$ cat config.mk
export PLATFORM = sky130hd
export DESIGN_NAME = srtv_scale
export DESIGN_NICKNAME = d
export VERILOG_FILES = /design/src/hdl/srtv_pkg.sv /design/src/hdl/srtv_scale.sv
export SDC_FILE = /design/constraint.sdc
export NUM_CORES = 2
export LEC_CHECK = 0
export BUFFER_PORTS_ARGS = -buffer_cell sky130_fd_sc_hd__buf_2
export CORE_ASPECT_RATIO = 2
export CORE_UTILIZATION = 60
export CTS_CLUSTER_DIAMETER = 100
export DETAILED_ROUTE_END_ITERATION = 16
export PLACE_DENSITY = 0.77
export SLEW_MARGIN = 5
export SYNTH_ARGS = -nofsm -noshare
export SYNTH_HDL_FRONTEND = slang
export SYNTH_SLANG_ARGS = --single-unit
export TNS_END_PERCENT = 50
$ cat constraint.sdc
create_clock -name clk -period 16.6 [get_ports clk]
set_input_delay 1.66 -clock clk [delete_from_list [all_inputs] [get_ports clk]]
set_output_delay 1.66 -clock clk [all_outputs]
set_load 0.005 [all_outputs]
$ cat src/hdl/srtv_pkg.sv
// ----------------------------------------------------------------------------
// srtv_pkg
// Shared types, widths, register codes and reset values for the vertex
// scale / rotate / translate pipeline.
// ----------------------------------------------------------------------------
package srtv_pkg;

  // Default coordinate width (signed Q16.16 at 32 bits)
  localparam int COORD_BITS_DEF = 32;

  // Configuration port
  localparam int CFG_INDEX_W = 3;
  localparam int CFG_DATA_W  = 48;

  // Register field widths
  localparam int Q_W     = 16;   // quaternion part, signed Q2.14
  localparam int SCALE_W = 16;   // axis scale, unsigned Q8.8
  localparam int POS_W   = 32;   // translation, signed Q16.16
  localparam int QPROD_W = 2 * Q_W;

  // Rotation matrix entry: sums of Q2.14 products, 28 fraction bits
  localparam int M_W = 34;

  // Scaled coordinate is cut at this bit for the two partial products
  localparam int SPLIT_W = 24;

  // Fraction bits dropped at the output (52 down to 16)
  localparam int SHIFT_OUT = 36;

  // Reset values
  localparam logic [Q_W-1:0]       ROT_W_RST = 16'h4000;
  localparam logic [3*SCALE_W-1:0] SCALE_RST = 48'h0100_0100_0100;
  localparam logic [QPROD_W-1:0]   WW_RST    = 32'h1000_0000;

  // Register indexes
  typedef enum logic [CFG_INDEX_W-1:0] {
    REG_ROT_W = 3'd0,
    REG_ROT_X = 3'd1,
    REG_ROT_Y = 3'd2,
    REG_ROT_Z = 3'd3,
    REG_SCALE = 3'd4,
    REG_POS_X = 3'd5,
    REG_POS_Y = 3'd6,
    REG_POS_Z = 3'd7
  } cfg_reg_t;

  typedef logic signed [M_W-1:0] coef_t;

endpackage

$ cat src/hdl/srtv_scale.sv
// ----------------------------------------------------------------------------
// srtv_scale
// Input register stage and per-axis scale multiply; the scaled coordinate
// leaves split into a low unsigned part and a high signed part.
// ----------------------------------------------------------------------------
module srtv_scale #(
  parameter int C = srtv_pkg::COORD_BITS_DEF
) (
  input  logic                                   clk,
  input  logic                                   rst,
  input  logic                                   up_valid,
  output logic                                   up_en,
  input  logic signed [C-1:0]                    coord [3],
  input  logic [srtv_pkg::SCALE_W-1:0]           scale [3],
  input  logic                                   dn_en,
  output logic                                   dn_valid,
  output logic [srtv_pkg::SPLIT_W-1:0]           s_lo  [3],
  output logic signed [C+srtv_pkg::SCALE_W-srtv_pkg::SPLIT_W:0] s_hi [3]
);

  localparam int SW = C + srtv_pkg::SCALE_W + 1;
  localparam int LW = srtv_pkg::SPLIT_W;

  logic                 v0, v1;
  logic                 en0, en1;
  logic signed [C-1:0]  coord_q [3];
  logic signed [SW-1:0] prod    [3];

  // Advance a stage when it is empty or the next one moves
  assign en1   = !v1 || dn_en;
  assign en0   = !v0 || en1;
  assign up_en = en0;

  // Capture vertex on transfer
  always_ff @(posedge clk) begin
    if (rst) begin
      v0 <= 1'b0;
    end else if (en0) begin
      v0 <= up_valid;
    end
  end

  always_ff @(posedge clk) begin
    if (en0 && up_valid) begin
      coord_q <= coord;
    end
  end

  // Scale each axis by its unsigned Q8.8 factor
  always_ff @(posedge clk) begin
    if (rst) begin
      v1 <= 1'b0;
    end else if (en1) begin
      v1 <= v0;
    end
  end

  always_ff @(posedge clk) begin
    if (en1 && v0) begin
      for (int j = 0; j < 3; j++) begin
        prod[j] <= coord_q[j] * $signed({1'b0, scale[j]});
      end
    end
  end

  // Split scaled coordinates
  always_comb begin
    for (int j = 0; j < 3; j++) begin
      s_lo[j] = prod[j][LW-1:0];
      s_hi[j] = prod[j][SW-1:LW];
    end
  end

  assign dn_valid = v1;

endmodule

# Yosys cells after proc, flatten, opt, wreduce, memory -nomap -nowiden
# Memories as Yosys holds them, arrays and structs flattened.
# Index checks and enable logic that the tools add are counted.
dict set report word_totals {
  regBits 98
  ramBits 147
  inputBits 148
  out_inout_bits 149
  word_cells 17
  mem_count 1
}
dict set report classes {
  multipliers 3
  muxes 2
  reduce_logical 6
}
# memory depth width rd rd_ports_with_merged_regs wr line_no
set memory_table {}
lappend memory_table {prod 3 49 3 0 3 srtv_scale.sv:27} ;# logic signed [SW-1:0] prod [3];
# cell count
set ops {}
lappend ops {{multiplier 32 x 17 -> 49 bit} 3}
lappend ops {{logical AND 1 bit} 2}
lappend ops {{logical NOT 1 bit} 2}
lappend ops {{logical OR 1 bit} 2}
lappend ops {{2-to-1 mux 1 bit} 2}

# Longest topological paths before layout
dict set report logic_depth {
  word_depth 5
  depth_mapped 26
}

# Worst setup path after synthesis
# No wires, ideal clock.
dict set report synth_path {
  kind {input to register}
  startpoint {in dn_en}
  endpoint {mem prod[0][0] (netlist name) (enable)}
  arrival_time_ps 8235
  required_ps 15927
  slack_ps 7692
  path_stages 2
  n_path_buf 0
  cell_sequence {nor2b_1 nor2b_1}
}
# item line_no
set synth_lines {}
lappend synth_lines {{from (decl)} srtv_scale.sv:15} ;# input logic dn_en,
lappend synth_lines {{to (decl)} srtv_scale.sv:27}

==> impl_metrics.toml <==
[route]
detail_route.vias_per_cell = 5.72
top_signal_layer_used = "met5"
m1WireLength_um = 49900
detailed_route_wire_length_per_cell_um = 22.2
route.met3.wl_um = 13800
routed_wirelength_um = 176000
drc_violation_total_after_the_first_tritonroute_iteration = 2975
first_pass_iters = 9
dr_wl_met2_um = 92200
postRouteAntennaNets = 0
drcViolationCount = 0
routed_via_count = 45325

[yosys]
postSynthAreaPerCell_sq_um = 9.52
synthesis.yosys.warnings = 0
ys_ff_latch = 245
netlist_instances = 6476
yosys.cell_types.count = 72
yosys_most_used_dff = "sky130_fd_sc_hd__edfxtp_1"
syn-cell-area_sq_um = 61600
asyncSetResetFlopFracSynth_pct = 0
number_of_flops_mapped_to_enable_cells_by_yosys = 243
syn_nets = 8442
ys_seq_area_share_pct = 11.9

[floorplanning]
die-area_sq_um = 104000
dieWidth_um = 229
die_height_um = 455
placementRows = 166
pin_count = 297
core_sq_um = 102000
initial_core_util_pct = 60.4

[clock_tree]
ctsResizeCount = 0
clk-insertion-delay-late_ns = 0.68
postCtsSetupBuffers = 0
clock_tree.buffer_depth = 3
postCtsHoldBufs = 0
cts_num_sinks = 245
clkSlewWorstSetupHoldPaths_ns = 0.07
cts.htree.levels = 1
cts-root-buf = "sky130_fd_sc_hd__clkbuf_16"
numCtsBuffers = 30
cts_tree = "built"

[worst_hold_path]
holdCritPathClass = "flip-flop to flip-flop"

[sta]
setup-tns-final_ns = 0
worst_slew_pin_slew_ns = 1.02
final_min_period_over_clock_period_pct = 50.7
final-hold-violation-count = 0
setup_ws_ns = 8.18
clock_skew_ns = 0.0417
rsz0062_at_grt = "no"
max-slew-margin-rel_pct = 31.4
maximum_clock_frequency_mhz = 119
hold_slack_ns = 0.524
layout_min_cycle_time_ns = 8.42
timing.final.setup_violations = 0
slew_viol_final = 0

[place]
postPlaceCellArea_sq_um = 63900
dpl.hpwl_um = 138000
routabilityCongestion = 0.993
port-buffer-count = 296
post-place-ws_ns = 7.67

[final_layout]
layout-drive-gt1-share_pct = 5.69
postLayoutCellArea_sq_um = 64900
area_delta_synth_final_pct = 5.22
finish.net_count = 8514

[job]
drv_cap = 0

[global_routing]
globalRouteTotalUtil_pct = 35.9
grt_start_max_net_pins = 148
number_of_global_route_vias_before_repair = 52297
gr-total-overflow = 0
first_pass_grt_wire_length_um = 280000
antenna_found_initial = 17

[critical_path]
crit_path_frequent_cell = "sky130_fd_sc_hd__fa_1"
r2r_slack_ns = 8.83
endpoint_kind = "flip-flop"
crit_arrival_ns = 8.96
critical_path.cell_chain = "buf_2 -> nand2_1 -> fa_1 -> inv_1 -> fa_1 -> fa_1 -> fa_1 -> fa_1 -> inv_1 -> fa_1 -> inv_1 -> ha_1 -> nand3_1 -> nor2_1 -> nand2_1 -> o221ai_4 -> a31oi_1 -> o2bb2ai_2 -> a41oi_2 -> or4b_1 -> nand3_1"
timing.critical_path.slowest_cell_delay_ns = 0.67
slowest_cell_on_the_critical_path = "sky130_fd_sc_hd__buf_2"
cp.required_ns = 17.14
largest_fanout_on_the_critical_path = 32
setup.worst_path.start_class = "input port"
crit_type = "input port to flip-flop"

[outcome]
status = "completed"
==> Yosys cell counts (3+ instances only) <==
library cell | instances | area share [%]
sky130_fd_sc_hd__inv_1 | 1748 | 11
sky130_fd_sc_hd__fa_1 | 1467 | 48
sky130_fd_sc_hd__nand2_1 | 935 | 5.7
sky130_fd_sc_hd__and2_1 | 696 | 7.1
sky130_fd_sc_hd__ha_1 | 351 | 7.1
sky130_fd_sc_hd__clkbuf_1 | 259 | 1.6
sky130_fd_sc_hd__edfxtp_1 | 243 | 12
sky130_fd_sc_hd__a21oi_1 | 140 | 1.1
sky130_fd_sc_hd__xnor2_1 | 102 | 1.4
sky130_fd_sc_hd__nor2_1 | 79 | 0.48
sky130_fd_sc_hd__a21o_1 | 76 | 0.93
sky130_fd_sc_hd__o21ai_0 | 56 | 0.45
sky130_fd_sc_hd__xor2_1 | 47 | 0.67
sky130_fd_sc_hd__nand3_1 | 28 | 0.23
sky130_fd_sc_hd__o21bai_1 | 23 | 0.28
sky130_fd_sc_hd__a31oi_1 | 20 | 0.20
sky130_fd_sc_hd__nand2b_1 | 17 | 0.17
sky130_fd_sc_hd__nand4_1 | 17 | 0.17
sky130_fd_sc_hd__nor3_1 | 17 | 0.14
sky130_fd_sc_hd__nor2b_1 | 16 | 0.16
sky130_fd_sc_hd__and3_1 | 13 | 0.13
sky130_fd_sc_hd__o21a_1 | 9 | 0.11
sky130_fd_sc_hd__nor4_1 | 8 | 0.081
sky130_fd_sc_hd__a211oi_1 | 7 | 0.085
sky130_fd_sc_hd__o211ai_1 | 7 | 0.085
sky130_fd_sc_hd__o21ai_1 | 7 | 0.057
sky130_fd_sc_hd__a21boi_0 | 6 | 0.073
sky130_fd_sc_hd__buf_2 | 6 | 0.049
sky130_fd_sc_hd__a2111oi_0 | 5 | 0.071
sky130_fd_sc_hd__o41ai_1 | 5 | 0.071
sky130_fd_sc_hd__a41oi_1 | 4 | 0.057
sky130_fd_sc_hd__o211ai_2 | 4 | 0.081
sky130_fd_sc_hd__a21boi_1 | 3 | 0.037
sky130_fd_sc_hd__o31ai_1 | 3 | 0.037
==> worst max-delay path, delay by kind of cell <==
family,cells,cell delay [ns]
simple gates,6,1.70
fa+ha+maj,7,3.53
compound gates,4,1.18
buf+inv,4,0.81
==> final timing paths <==
check                                 start      endpoint  cells past startpoint
worst max register to register  coord_q[11]  prod[0][145]                     21
worst min-delay path                     v0      dn_valid                      2
worst min register to register           v0      dn_valid                      2
worst max-delay path               scale[8]  prod[0][145]                     21
==> metal layers <==
layer	vias up	GRT usage, %
li1	18902	-
met3	1030	7.11
met5	-	0
met1	23089	33.6
met4	14	34.2
met2	2290	65.0
==> placed cells by master (no fill, tap or decap), drive strengths merged, types with 20 or more instances in the layout <==
| cell type | instances |
|---|---|
| nor2 | 79 |
| nand3 | 29 |
| and2 | 696 |
| clkbuf | 34 |
| edfxtp | 243 |
| a31oi | 20 |
| o21bai | 23 |
| xor2 | 47 |
| ha | 351 |
| fa | 1467 |
| o21ai | 65 |
| nand2 | 935 |
| xnor2 | 102 |
| buf | 305 |
| a21o | 76 |
| a21oi | 140 |
| inv | 1754 |
==> state kept, by name (all words and copies together) (netlist names) <==
register and cells:
coord_q 96, prod 147, v0 1, dn_valid 1
==> metrics by stage <==
stage          utilization, %  cells
2_1_floorplan               -   6476
3_3_place_gp             62.6   7860
3_5_place_dp             62.6   7860
4_1_cts                  63.6   7913
5_1_grt                  63.6   7916
6_report                 63.6   7923
==> logic make-up (layout without fill, tap and decap cells) <==
logic type,after synthesis,after routing,synth area share (%)
compound gates,412,412,4.43
flops,245,245,11.9
mux,2,2,0.0325
buf+inv,2013,2106,12.3
fa+ha+maj,1818,1818,54.8
simple gates,1837,1837,14.5
other cells,0,10,0
xor+xnor,149,149,2.12
==> cell type report <==
cell class,count,area [sq um]
Timing Repair Buffer,305,1560
Clock inverter,19,170
Antenna cell,10,25.0
Fill cell,8404,37100
Inverter,1748,6560
Multi-Input combinational cell,4218,46700
Sequential cell,245,7340
Tap cell,1344,1680
Clock buffer,34,766
Power is not shown: default switching activity piles up to over one toggle a cycle in this logic, so the estimate is an artifact.
