`config.mk`:
```
export PLATFORM = sky130hd
export DESIGN_NAME = srtv_round
export DESIGN_NICKNAME = d
export VERILOG_FILES = /design/src/hdl/srtv_pkg.sv /design/src/hdl/srtv_round.sv
export SDC_FILE = /design/constraint.sdc
export NUM_CORES = 1
export LEC_CHECK = 0
export BUFFER_PORTS_ARGS = -buffer_cell sky130_fd_sc_hd__buf_2
export CAP_MARGIN = 30
export CORE_AREA = 2 2 219 221
export CTS_CLUSTER_SIZE = 20
export DETAILED_ROUTE_END_ITERATION = 10
export DIE_AREA = 0 0 221 223
export PLACE_DENSITY = 0.7
export SETUP_SLACK_MARGIN = 0.1
export SLEW_MARGIN = 40
export SYNTH_ARGS = -nofsm -noshare
export SYNTH_HDL_FRONTEND = slang
export SYNTH_SLANG_ARGS = --single-unit
export TNS_END_PERCENT = 100
```
`constraint.sdc`:
```
create_clock -name clk -period 5.3 [get_ports clk]
set_input_delay 0.795 -clock clk [delete_from_list [all_inputs] [get_ports clk]]
set_output_delay 0.795 -clock clk [all_outputs]
set_load 0.05 [all_outputs]
```
`src/hdl/srtv_pkg.sv`:
```
// ----------------------------------------------------------------------------
// srtv_pkg
// Shared types, widths, register codes and reset values for the vertex
// scale / rotate / translate pipeline.
// ----------------------------------------------------------------------------
package srtv_pkg;

  // Default coordinate width (signed Q16.16 at 32 bits)
  localparam int COORD_BITS_DEF = 32;

  // Configuration port
  localparam int CFG_INDEX_W = 3;
  localparam int CFG_DATA_W  = 48;

  // Register field widths
  localparam int Q_W     = 16;   // quaternion part, signed Q2.14
  localparam int SCALE_W = 16;   // axis scale, unsigned Q8.8
  localparam int POS_W   = 32;   // translation, signed Q16.16
  localparam int QPROD_W = 2 * Q_W;

  // Rotation matrix entry: sums of Q2.14 products, 28 fraction bits
  localparam int M_W = 34;

  // Scaled coordinate is cut at this bit for the two partial products
  localparam int SPLIT_W = 24;

  // Fraction bits dropped at the output (52 down to 16)
  localparam int SHIFT_OUT = 36;

  // Reset values
  localparam logic [Q_W-1:0]       ROT_W_RST = 16'h4000;
  localparam logic [3*SCALE_W-1:0] SCALE_RST = 48'h0100_0100_0100;
  localparam logic [QPROD_W-1:0]   WW_RST    = 32'h1000_0000;

  // Register indexes
  typedef enum logic [CFG_INDEX_W-1:0] {
    REG_ROT_W = 3'd0,
    REG_ROT_X = 3'd1,
    REG_ROT_Y = 3'd2,
    REG_ROT_Z = 3'd3,
    REG_SCALE = 3'd4,
    REG_POS_X = 3'd5,
    REG_POS_Y = 3'd6,
    REG_POS_Z = 3'd7
  } cfg_reg_t;

  typedef logic signed [M_W-1:0] coef_t;

endpackage

```
`src/hdl/srtv_round.sv`:
```
// ----------------------------------------------------------------------------
// srtv_round
// Join the row halves, add translation and rounding offset, then drop the
// fraction bits, saturate and hold the result in the output register.
// ----------------------------------------------------------------------------
module srtv_round #(
  parameter int C = srtv_pkg::COORD_BITS_DEF
) (
  input  logic                                   clk,
  input  logic                                   rst,
  input  logic                                   up_valid,
  output logic                                   up_en,
  input  logic signed [srtv_pkg::M_W+srtv_pkg::SPLIT_W+2:0] lo_sum [3],
  input  logic signed [srtv_pkg::M_W+C+srtv_pkg::SCALE_W-srtv_pkg::SPLIT_W+2:0] hi_sum [3],
  input  logic signed [srtv_pkg::POS_W-1:0]      pos   [3],
  output logic                                   out_valid,
  input  logic                                   out_ready,
  output logic signed [C-1:0]                    res   [3],
  output logic                                   clipped
);

  localparam int SO  = srtv_pkg::SHIFT_OUT;
  localparam int AW  = C + srtv_pkg::M_W + srtv_pkg::SCALE_W + 4;
  localparam int RW  = AW - SO;
  localparam int TW  = RW - C + 1;

  logic                 v4;
  logic                 en4, en5;
  logic signed [AW-1:0] acc      [3];
  logic signed [AW-1:0] acc_next [3];
  logic signed [C-1:0]  sat      [3];
  logic [2:0]           clip_axis;
  logic [RW-1:0]        rsh;
  logic [TW-1:0]        top;

  assign en5   = !out_valid || out_ready;
  assign en4   = !v4 || en5;
  assign up_en = en4;

  // Full sum; translation sits above the half-LSB rounding bit
  always_comb begin
    for (int r = 0; r < 3; r++) begin
      acc_next[r] = (AW'(hi_sum[r]) <<< srtv_pkg::SPLIT_W) + AW'(lo_sum[r])
                  + AW'($signed({pos[r], 1'b1, {(SO-1){1'b0}}}));
    end
  end

  always_ff @(posedge clk) begin
    if (rst) begin
      v4 <= 1'b0;
    end else if (en4) begin
      v4 <= up_valid;
    end
  end

  always_ff @(posedge clk) begin
    if (en4 && up_valid) begin
      acc <= acc_next;
    end
  end

  // Shift out fraction bits and clamp to the coordinate range
  always_comb begin
    rsh = '0;
    top = '0;
    for (int r = 0; r < 3; r++) begin
      rsh = acc[r][AW-1:SO];
      top = rsh[RW-1:C-1];
      if ((&top) || !(|top)) begin
        sat[r]       = rsh[C-1:0];
        clip_axis[r] = 1'b0;
      end else if (rsh[RW-1]) begin
        sat[r]       = {1'b1, {(C-1){1'b0}}};
        clip_axis[r] = 1'b1;
      end else begin
        sat[r]       = {1'b0, {(C-1){1'b1}}};
        clip_axis[r] = 1'b1;
      end
    end
  end

  // Output register
  always_ff @(posedge clk) begin
    if (rst) begin
      out_valid <= 1'b0;
    end else if (en5) begin
      out_valid <= v4;
    end
  end

  always_ff @(posedge clk) begin
    if (en5 && v4) begin
      res     <= sat;
      clipped <= |clip_axis;
    end
  end

endmodule

```
==> Yosys cells after proc, flatten, opt, wreduce, memory -nomap -nowiden <==
Cells that the tools add are included.
{ "op_classes": {"add_sub_neg": 6, "multipliers": 0, "n_div": 0, "magnitude_cmp": 0, "n_eq_ne": 0, "n_shift": 0, "mux": 9, "bitwise": 0, "n_reduce_logical": 19} }
{ "op_table": {"columns": ["op", "n"], "rows": [
  ["adder 85 x 61 -> 86 bit", 3],
  ["adder 86 x 68 -> 86 bit", 3],
  ["2-to-1 mux 32 bit", 6],
  ["AND reduction 19 bit", 3],
  ["OR reduction 19 bit", 3],
  ["logical NOT 1 bit", 5],
  ["logical OR 1 bit", 5],
  ["2-to-1 mux 1 bit", 3],
  ["OR reduction 3 bit", 1],
  ["logical AND 1 bit", 2]
]} }
{ "word_totals": {"regBits": 357, "latchBits": 0, "ramBits": 0, "mem_bits_ro": 0, "inputBits": 466, "out_inout_bits": 99, "elab_cells": 43, "n_memories": 0} }

==> Depth between registers and ports, before layout <==
{ "depth": {"ltp_word": 5, "depth_mapped": 15, "mapped_depth_nobuf": 15} }

==> Worst setup path after synthesis <==
OpenSTA, ideal clock, no wires.
{ "synth_timing": {"kind": "input to register", "start": "input out_ready", "end": "register clipped, enable pin", "setup_ps": 565, "t_arrival_ps": 5171, "required_ps": 4735, "setup_slack_ps": -436, "path_stages": 2, "path_buffers": 0, "cell_sequence": "nor2b_1 nor2b_1"} }
{ "synth_between": {"elab_chain_len": 2} }
{ "synth_lines": {"columns": ["element", "line_no", "text"], "rows": [
  ["start, declared", "srtv_round.sv:17", "input logic out_ready,"],
  ["logical OR 1 bit", "srtv_round.sv:36", "assign en5 = !out_valid || out_ready;"],
  ["logical AND 1 bit", "srtv_round.sv:92", "if (en5 && v4) begin"],
  ["end signal, assigned", "srtv_round.sv:94", "clipped <= |clip_axis;"],
  ["end, declared", "srtv_round.sv:19", "output logic clipped"]
]} }
Every way passes these cells.
A chain may end at the register's enable or synchronous reset.

==> summary.md <==
| Metric | Value |
|---|---|
| Run status | `completed` |
| Post-synthesis cell count | `1778` |
| Initial antenna violation count | `7` |
| Power per cell area | `351 mW/mm²` |
| Setup TNS | `0 ns` |
| Number of global-route vias before repair | `16394` |
| Critical-path top delay cell | `nor4_1` |
| First-pass GRT wire length | `84.5 mm` |
| Worst min path class | `input port to flip-flop` |
| Overall Power | `8.58 mW` |
| Post-DRT Antenna Nets | `0` |
| GRT Resource Usage Total | `21.0%` |
| Via/cell ratio | `5.50` |
| Routability cong. | `0.919` |
| Die area | `0.0493 mm²` |
| Syn nets | `2601` |
| Hold-fix buffers, CTS | `0` |
| DIE WIDTH | `221 µm` |
| Reg2Reg Depth | `7` |
| Largest net degree at the start of global routing | `79` |
| Initial Util | `42.7%` |
| WP buf/inv | `1` |
| Initial DRC Count | `876` |
| Util after Layout | `51.9%` |
| Crit start category | `input port` |
| Period utilization | `81.5%` |
| DP HPWL | `43.5 mm` |
| Ys flop type | `edfxtp_1` |
| Final hold vios | `0` |
| Global route total overflow | `0` |
| Relative slew slack | `55.1%` |
| Fin Clk Skew | `0.0140 ns` |
| CP cell instances | `buf_2 > fa_1 > ha_1 > nand4_1 > nor4_1 > and4_1 > o2111a_1 > a211oi_1 > nand2_1 > a31oi_1 > o311a_1 > a21oi_1 > a21oi_1 > xnor2_1` |
| Post-synth EDFFs | `247` |
| CTS tree | `built` |
| Clock slew at reported path FFs | `0.06 ns` |
| Peak supply drop | `0.255 mV` |
| Antenna fix cells | `0` |
| Num CTS Buffers | `29` |
| Slowest cell delay on critical path | `0.53 ns` |
| Max-Cap Viols | `0` |
| Synth top area cells | `edfxtp_1, fa_1, ha_1` |
| Crit Path Max Fanout | `12` |
| Post-synthesis sequential area ratio | `37.0%` |
| Area occupied by multi-input gates | `0.0124 mm²` |
| Fin crit period | `4.32 ns` |
| FF+latch count, synth | `249` |
| Core Rows | `80` |
| Synth Warn # | `0` |
| CP required | `5.60 ns` |
| Longest Clk Path Bufs | `3` |
| Die height | `223 µm` |
| Routed wire length | `52.6 mm` |
| Crit-path most repeated cell | `a21oi_1` |
| Final Setup Violations | `0` |
| Slew Limit Fails | `0` |
| # clock sinks | `249` |
| Register area | `0.00746 mm²` |
| Clock latency on the worst-skew pair | `0.56 ns` |
| Post-CTS Setup Repair Bufs | `0` |
| Fillers | `4146` |
| Setup crit end kind | `flip-flop` |
| Clock Root Buffer | `clkbuf_16` |
| Hold Path Depth | `2` |
| Core area | `0.0471 mm²` |
| Area growth syn-to-layout | `21.4%` |
| Number of H-tree levels | `1` |
| Critical Path AT | `4.63 ns` |
| Top delay family on crit path | `compound AO/OA/AOI/OAI gates` |
| Top cell type's share of synthesized area | `36.8%` |
| Levels on crit path | `14` |
| Cells resized by post-CTS repair | `0` |
| Num ports | `565` |
| Residual DRC count | `0` |
| DR vias | `16022` |
| Yosys top cell by area | `edfxtp_1` |
| Synth unique cells | `72` |
| Asr flop ratio synth | `0%` |
| Pleak | `11.0 nW` |
| Max Clk Rate | `231 MHz` |
| Layout cells sized above 1 | `25.1%` |
| Slew @ Worst Pin | `0.674 ns` |
| Synthesized area per cell | `11.3 µm²` |
| Syn Std Cell Area | `0.0202 mm²` |
| Final #Nets | `3099` |
| CP Class | `input port to flip-flop` |
| DRT Pass-1 Iters | `7` |
| # port buffers | `492` |
| WL per Instance | `18.1 µm` |
| RSZ-0062 raised after global routing | `false` |
## synth_stat cells, types with 36 or more instances
cell type	instances
edfxtp_1	247
ha_1	210
a21o_1	180
a21oi_1	155
fa_1	147
nor2_1	102
nand2_1	90
xnor2_1	89
o21ai_0	62
nand4_1	55
inv_1	53
xor2_1	49
clkbuf_1	36
## routing by layer
layer	vias to the layer above	part of all wire (%)	GRT usage [%]
li1	7670	-	-
met1	7755	43	27.5
met2	487	48	35.7
met3	96	6.2	4.08
met4	14	2.5	5.24
met5	-	0.17	0
## where the power goes
part / switching, mW / internal [mW] / total [mW]
clock network: 0.810 / 1.35 / 2.15
logic: 2.05 / 1.41 / 3.46
registers: 0.158 / 2.81 / 2.96
total: 3.02 / 5.56 / 8.58
## placed cells by master (no fill, tap or decap), types with 53 or more instances in the layout
cell,instances
xnor2_1,89
nor2_1,99
o21ai_0,62
fa_1,147
inv_1,53
nand2_1,90
a21o_1,180
edfxtp_1,247
ha_1,210
buf_2,492
nand4_1,55
a21oi_1,155
## stage by stage
step | hold slack (ns) | cells | setup slack (ns) | instance area [µm²]
after global routing | 0.408 | 2914 | 0.728 | 24500
after detailed placement | 0.503 | 2860 | 0.453 | 23400
final | 0.415 | 2914 | 0.978 | 24500
after global placement | 0.492 | 2858 | 0.522 | 23400
after CTS | 0.387 | 2914 | 1.05 | 24500
after floorplan | 0.477 | 1778 | 1.34 | 20200
## cell type report
type                            count  area share, %
Timing Repair Buffer              508           10.7
Sequential cell                   249           30.5
Clock inverter                     20           1.18
Multi-Input combinational cell   1434           50.6
Inverter                           54          0.829
Clock buffer                       34           3.04
Tap cell                          615           3.15
## cell families (layout without fill, tap and decap cells)
family / after synthesis / in the layout / share of synthesized area, %
AOI/OAI and AO/OA: 555 / 555 / 18.2
xor gates and xnor gates: 138 / 138 / 6.00
adders and majority gates: 357 / 357 / 27.6
buffers and inverters: 95 / 616 / 1.80
DFF: 249 / 249 / 37.0
and+or+nand+nor: 384 / 384 / 9.40
## path summary, 6_finish.rpt
kind              slack (ns)         from        end
setup / recovery        0.98  lo_sum[121]   acc[171]
hold / removal          0.42          rst  out_valid
setup reg to reg        2.81      acc[85]    res[23]
hold reg to reg         0.51     acc[225]    res[81]
## worst reg2reg max path: stages (launching register included)
cell and delay (ns):
edfxtp_1 0.45, nor4_1 0.45, nand4_1 0.17, o41ai_2 0.24, buf_4 0.41, nor2_2 0.06, buf_4 0.25, a21o_1 0.21
## sequential cells by signal, summed over array words and instances, names as in the netlist
signal	count
acc	150
res	96
out_valid	1
v4	1
clipped	1
No activity file was read; power rests on OpenSTA's default activity.
